<file path="config.mk">
export PLATFORM = sky130hd
export DESIGN_NAME = potts_round
export DESIGN_NICKNAME = d
export VERILOG_FILES = /design/src/hw/rtl/potts_pkg.sv /design/src/hw/rtl/potts_round.sv
export SDC_FILE = /design/constraint.sdc
export NUM_CORES = 2
export LEC_CHECK = 0
export BUFFER_PORTS_ARGS = -buffer_cell sky130_fd_sc_hd__buf_2
export CAP_MARGIN = 5
export CORE_ASPECT_RATIO = 1.5
export CORE_MARGIN = 3
export CORE_UTILIZATION = 65
export DETAILED_ROUTE_END_ITERATION = 8
export GPL_TIMING_DRIVEN = 0
export PLACE_DENSITY = 0.82
export REMOVE_ABC_BUFFERS = 1
export SLEW_MARGIN = 10
export SYNTH_ARGS = -nofsm -noshare
export SYNTH_HDL_FRONTEND = slang
export SYNTH_SLANG_ARGS = --single-unit
</file>
<file path="constraint.sdc">
create_clock -name clk -period 18.6 [get_ports clk]
set_input_delay 3.72 -clock clk [delete_from_list [all_inputs] [get_ports clk]]
set_output_delay 3.72 -clock clk [all_outputs]
set_load 0.02 [all_outputs]
</file>
<file path="src/hw/rtl/potts_pkg.sv">
package potts_pkg;

  // Field widths
  localparam int unsigned SLOT_W   = 12;
  localparam int unsigned SPIN_W   = 10;
  localparam int unsigned SAMPLE_W = 16;
  localparam int unsigned Q_W      = 4;
  localparam int unsigned ST_W     = 3;
  localparam int unsigned CNT_W    = 13;
  localparam int unsigned STEP_W   = 16;
  localparam int unsigned ROM_W    = 16;
  localparam int unsigned CFG_IDX_W  = 2;
  localparam int unsigned CFG_DATA_W = 13;

  // Table sizes
  localparam int unsigned MAX_SPINS  = 1024;
  localparam int unsigned MAX_EDGES  = 4096;
  localparam int unsigned MAX_STATES = 8;
  localparam int unsigned EDGE_W     = 2 * SPIN_W;

  localparam logic [CNT_W-1:0]  NO_BEST      = '1;
  localparam logic [CNT_W-1:0]  EDGE_LIMIT   = CNT_W'(MAX_EDGES);
  localparam logic [STEP_W-1:0] STEP_MAX     = '1;
  localparam logic [Q_W-1:0]    Q_MIN        = Q_W'(2);
  localparam logic [Q_W-1:0]    Q_MAX        = Q_W'(MAX_STATES);

  // Configuration register indexes
  localparam logic [CFG_IDX_W-1:0] REG_STATE_COUNT = CFG_IDX_W'(0);
  localparam logic [CFG_IDX_W-1:0] REG_EDGE_TOTAL  = CFG_IDX_W'(1);

  typedef enum logic [1:0] {
    MODE_LOAD  = 2'd0,
    MODE_SPIN  = 2'd1,
    MODE_EVAL  = 2'd2,
    MODE_CLEAR = 2'd3
  } mode_t;

  typedef enum logic {
    KIND_SPIN = 1'b0,
    KIND_EVAL = 1'b1
  } kind_t;

  typedef struct packed {
    logic              we;
    logic [SLOT_W-1:0] slot;
    logic [SPIN_W-1:0] src;
    logic [SPIN_W-1:0] dst;
  } edge_wr_t;

  typedef struct packed {
    logic              we;
    logic [SPIN_W-1:0] addr;
    logic [ST_W-1:0]   state;
  } spin_wr_t;

  typedef struct packed {
    logic [CNT_W-1:0]  energy;
    logic [CNT_W-1:0]  cut;
    logic              improved;
    logic [CNT_W-1:0]  low_energy;
    logic [STEP_W-1:0] low_step;
  } eval_res_t;

  // cos and sin of 2*pi*k/q in Q1.14, indexed [q][k]
  localparam logic signed [ROM_W-1:0] COS_ROM [0:8][0:7] = '{
    '{16'sd0, 16'sd0, 16'sd0, 16'sd0, 16'sd0, 16'sd0, 16'sd0, 16'sd0},
    '{16'sd0, 16'sd0, 16'sd0, 16'sd0, 16'sd0, 16'sd0, 16'sd0, 16'sd0},
    '{16'sd16384, -16'sd16384, 16'sd0, 16'sd0, 16'sd0, 16'sd0, 16'sd0, 16'sd0},
    '{16'sd16384, -16'sd8192, -16'sd8192, 16'sd0, 16'sd0, 16'sd0, 16'sd0, 16'sd0},
    '{16'sd16384, 16'sd0, -16'sd16384, 16'sd0, 16'sd0, 16'sd0, 16'sd0, 16'sd0},
    '{16'sd16384, 16'sd5063, -16'sd13255, -16'sd13255, 16'sd5063, 16'sd0, 16'sd0,
      16'sd0},
    '{16'sd16384, 16'sd8192, -16'sd8192, -16'sd16384, -16'sd8192, 16'sd8192, 16'sd0,
      16'sd0},
    '{16'sd16384, 16'sd10215, -16'sd3646, -16'sd14761, -16'sd14761, -16'sd3646,
      16'sd10215, 16'sd0},
    '{16'sd16384, 16'sd11585, 16'sd0, -16'sd11585, -16'sd16384, -16'sd11585, 16'sd0,
      16'sd11585}
  };

  localparam logic signed [ROM_W-1:0] SIN_ROM [0:8][0:7] = '{
    '{16'sd0, 16'sd0, 16'sd0, 16'sd0, 16'sd0, 16'sd0, 16'sd0, 16'sd0},
    '{16'sd0, 16'sd0, 16'sd0, 16'sd0, 16'sd0, 16'sd0, 16'sd0, 16'sd0},
    '{16'sd0, 16'sd0, 16'sd0, 16'sd0, 16'sd0, 16'sd0, 16'sd0, 16'sd0},
    '{16'sd0, 16'sd14189, -16'sd14189, 16'sd0, 16'sd0, 16'sd0, 16'sd0, 16'sd0},
    '{16'sd0, 16'sd16384, 16'sd0, -16'sd16384, 16'sd0, 16'sd0, 16'sd0, 16'sd0},
    '{16'sd0, 16'sd15582, 16'sd9630, -16'sd9630, -16'sd15582, 16'sd0, 16'sd0, 16'sd0},
    '{16'sd0, 16'sd14189, 16'sd14189, 16'sd0, -16'sd14189, -16'sd14189, 16'sd0,
      16'sd0},
    '{16'sd0, 16'sd12810, 16'sd15973, 16'sd7109, -16'sd7109, -16'sd15973,
      -16'sd12810, 16'sd0},
    '{16'sd0, 16'sd11585, 16'sd16384, 16'sd11585, 16'sd0, -16'sd11585, -16'sd16384,
      -16'sd11585}
  };

endpackage

</file>
<file path="src/hw/rtl/potts_round.sv">
module potts_round (
  input  logic                                 clk,
  input  logic                                 rst,
  input  logic                                 start,
  input  logic [potts_pkg::Q_W-1:0]            q,
  input  logic signed [potts_pkg::SAMPLE_W-1:0] re,
  input  logic signed [potts_pkg::SAMPLE_W-1:0] im,
  output logic                                 done,
  output logic [potts_pkg::ST_W-1:0]           state
);
  import potts_pkg::*;

  logic signed [SAMPLE_W-1:0] re_r;
  logic signed [SAMPLE_W-1:0] im_r;
  logic [Q_W-1:0]             q_r;
  logic                       issue;
  logic [ST_W-1:0]            j_cnt;
  logic [ST_W-1:0]            k_cnt;
  logic                       issue_last;
  logic [ST_W-1:0]            k_next;

  logic                       s0_valid;
  logic                       s0_last;
  logic [ST_W-1:0]            s0_j;
  logic signed [ROM_W-1:0]    s0_cos;
  logic signed [ROM_W-1:0]    s0_sin;

  logic                       s1_valid;
  logic                       s1_last;
  logic [ST_W-1:0]            s1_j;
  logic signed [31:0]         p_re;
  logic signed [31:0]         p_im;

  logic signed [32:0]         score;
  logic signed [32:0]         best_score;

  // Walk j over the q phases; k = (j + q/2) mod q follows as a wrapping counter
  assign issue_last = ({1'b0, j_cnt} == (q_r - Q_W'(1)));
  assign k_next     = (({1'b0, k_cnt} + Q_W'(1)) == q_r) ? '0 : k_cnt + ST_W'(1);

  always_ff @(posedge clk) begin
    if (rst) begin
      issue <= 1'b0;
    end else if (start) begin
      issue <= 1'b1;
    end else if (issue && issue_last) begin
      issue <= 1'b0;
    end
  end

  always_ff @(posedge clk) begin
    if (start) begin
      re_r  <= re;
      im_r  <= im;
      q_r   <= q;
      j_cnt <= '0;
      k_cnt <= q[Q_W-1:1];
    end else if (issue) begin
      j_cnt <= j_cnt + ST_W'(1);
      k_cnt <= k_next;
    end
  end

  // Stage 0: fetch the reference phase
  // Stage 1: multiply by the sample
  // Stage 2: sum and keep the first maximum
  always_ff @(posedge clk) begin
    if (rst) begin
      s0_valid <= 1'b0;
      s1_valid <= 1'b0;
      done     <= 1'b0;
    end else begin
      s0_valid <= issue;
      s1_valid <= s0_valid;
      done     <= s1_valid && s1_last;
    end
  end

  assign score = 33'(p_re) + 33'(p_im);

  always_ff @(posedge clk) begin
    s0_last <= issue_last;
    s0_j    <= j_cnt;
    s0_cos  <= COS_ROM[q_r][k_cnt];
    s0_sin  <= SIN_ROM[q_r][k_cnt];

    s1_last <= s0_last;
    s1_j    <= s0_j;
    p_re    <= re_r * s0_cos;
    p_im    <= im_r * s0_sin;

    if (s1_valid && ((s1_j == '0) || (score > best_score))) begin
      best_score <= score;
      state      <= s1_j;
    end
  end

endmodule

</file>
==> metrics.md <==
| Metric | Value |
|---|---|
| Post-cts hold buffer count | 0 |
| Iteration-0 DRC Markers | 1452 |
| Rel. slew slack | 22.1% |
| M2 GR Usage | 55.0% |
| Number of global-route vias before repair | 22910 |
| Status | completed |
| FFs w/ async S/R, synth | 0% |
| Ys flop type | dfxtp_1 |
| Num ports | 43 |
| Wire per inst | 18.3 um |
| Largest net degree at the start of global routing | 46 |
| Vias per cell | 5.85 |
| CP max-delay cell | fa_1 |
| Placed wire-length estimate | 51500 um |
| Gr busiest metal | met2 |
| Synth top area share | 37.4% |
| Highest clock rate | 151 MHz |
| Most frequent cells in the layout | inv_1, fa_1, nand2_1 |
| Chip width | 176 um |
| Post-CTS Resized | 0 |
| Tmin final | 6.63 ns |
| Clock Sinks | 185 |
| Post-Syn Area | 28100 um2 |
| Clock buffer depth | 2 |
| First drt pass iteration count | 6 |
| Total Routing Usage GR | 30.0% |
| Most common cell on crit path | fa_1 |
| Post-synthesis sequential area ratio | 15.8% |
| CP Capture Type | flop |
| Final setup fails | 0 |
| Worst Tran Pin Value | 1.16 ns |
| DRT antenna net count | 0 |
| Synth top area cells | fa_1, ha_1, inv_1, edfxtp_1, dfxtp_1 |
| Final Hold Fails | 0 |
| Layout cell share with drive strength beyond 1 | 3.45% |
| Setup TNS | 0 ns |
| Die height | 261 um |
| Gpl congestion | 0.945 |
| M1 GR Usage | 34.4% |
| WP data required | 18.92 ns |
| CTS clk-pin slew, worst paths | 0.07 ns |
| Total CTS buffers | 17 |
| Slew Viols, Final | 0 |
| Via count | 20615 |
| CP Max Fanout | 16 |
| # diodes | 0 |
| Crit Path Class | flop to flop |
| Area Overhead vs Synth | 4.45% |
| Post-Syn Instances | 2976 |
| Nets | 3748 |
| Syn. warnings | 0 |
| Worst-Skew Late Latency | 0.46 ns |
| EDFF count, synth | 75 |
| Die area | 45800 um2 |
| GRT met3 Usage | 3.92% |
| #FFs+latches synth | 185 |
| Startpoint Class | flop |
| Crit-path cells | nand2_1, inv_1, fa_1, fa_1, fa_1, fa_1, fa_1, inv_1, fa_1, inv_1, ha_1, a21oi_1, o21a_1, o21ai_0, nor3_1, a21o_1, a211oi_1 |
| Grt total ovfl | 0 |
| Tcrit/Tclk final | 35.7% |
| Mean Syn Cell Area | 9.45 um2 |
| Synth area leader | fa_1 |
| Max-cap viol count | 0 |
| Clock Skews | 0.0158 ns |
| H-tree depth | 4 |
| Initial antenna violation count | 2 |
| CTS tree | yes |
| Residual DRC count | 0 |
| I/O Buffers | 42 |
| Clk Tree Root Cell | clkbuf_16 |
| Most common cell after layout, fill and taps aside | inv_1 |
| Distinct cells, synth | 75 |
| Final WL | 64600 um |
| Post-CTS setup buffers | 0 |
| Core area | 42400 um2 |
| RSZ-0062 raised after global routing | false |
| Data arrival time of the worst path | 6.95 ns |
| Starting density of the core | 66.4% |
| Floorplan row count | 92 |
| First-pass GRT wire length | 109000 um |
| Hold Crit Class | flop to flop |
| Crit-path max cell delay | 0.90 ns |
layer usage:
| layer | vias up | part of all wire, % | wire, um |
|---|---|---|---|
| met5 | - | 0.042 | 27 |
| met4 | 2 | 5.4 | 3500 |
| met3 | 256 | 5.4 | 3480 |
| met2 | 796 | 54 | 34800 |
| met1 | 10394 | 35 | 22800 |
| li1 | 9167 | - | - |
cell type report:
class / count / area (um2)
fillers: 3244 / 13000
flip-flops and latches: 185 / 4450
multi-input cells: 2034 / 20800
clock inverters: 12 / 118
well taps: 564 / 706
inverters: 664 / 2490
clock buffers: 20 / 489
repair buffers: 45 / 270
cell families (layout without fill, tap and decap cells):
kind of cell	Yosys count	count (layout)	share of synthesized area, %
AO/OA/AOI/OAI	367	367	8.65
XOR/XNOR	98	98	3.05
adder cells (fa/ha/maj)	762	762	47.9
buffers and inverters	757	741	10.1
flip-flops	185	185	15.8
multiplexers	7	7	0.258
AND/OR/NAND/NOR	800	800	14.2
synthesized netlist by cell type (6+ instances only):
cell type,count
a221oi_1,6
ha_1,237
o211ai_1,10
nand3_1,31
inv_1,664
o21bai_1,15
a21o_1,44
nand2b_1,17
nand4_1,16
clkbuf_1,84
o2111ai_1,6
o21ai_1,11
a211oi_1,11
xor2_1,22
or3_1,7
edfxtp_1,75
o22ai_1,6
a22o_1,7
nand2_1,304
o21a_1,11
xnor2_1,76
o31ai_1,7
nor2_1,89
and3_1,8
and2_1,257
nor2b_1,21
o21ai_0,72
a31oi_1,18
a21oi_1,87
fa_1,525
buf_1,9
dfxtp_1,110
nor3_1,26
flip-flops by register name, summed over array words and instances (netlist names), 4 cells and up:
signal,count
s0_cos,15
p_im,32
im_r,16
re_r,16
p_re,32
best_score,33
s0_sin,16
q_r,4
critical path, delay by kind of cell (launching register included):
kind / cells / cell delay (ns)
AOI/OAI and AO/OA: 5 / 1.20
buffers and inverters: 3 / 0.23
and+or+nand+nor: 2 / 0.42
adders and majority gates: 7 / 3.85
DFF: 1 / 0.79
metrics by stage:
stage	util (%)	hold slack, ns	cell area [um2]	setup WS [ns]	cells
CTS	69.3	0.328	29300	12.00	3522
detailed placement	67.8	0.312	28700	12.03	3490
finish	69.3	0.329	29400	11.97	3524
global route	69.3	0.331	29400	11.72	3524
floorplan	-	0.310	27800	12.76	2883
global placement	67.7	0.312	28700	11.10	3489
final timing paths:
kind / start / endpoint / slack [ns] / cells after the start
hold reg to reg: s0_last / s1_last / 0.33 / 0
setup reg to reg: s0_cos[9] / p_re[31] / 11.97 / 17
setup / recovery: s0_cos[9] / p_re[31] / 11.97 / 17
hold / removal: s0_last / s1_last / 0.33 / 0
Power is left out: the tool's default activity adds up to more than one toggle a clock period on the data nets, which glitch-free logic cannot reach.
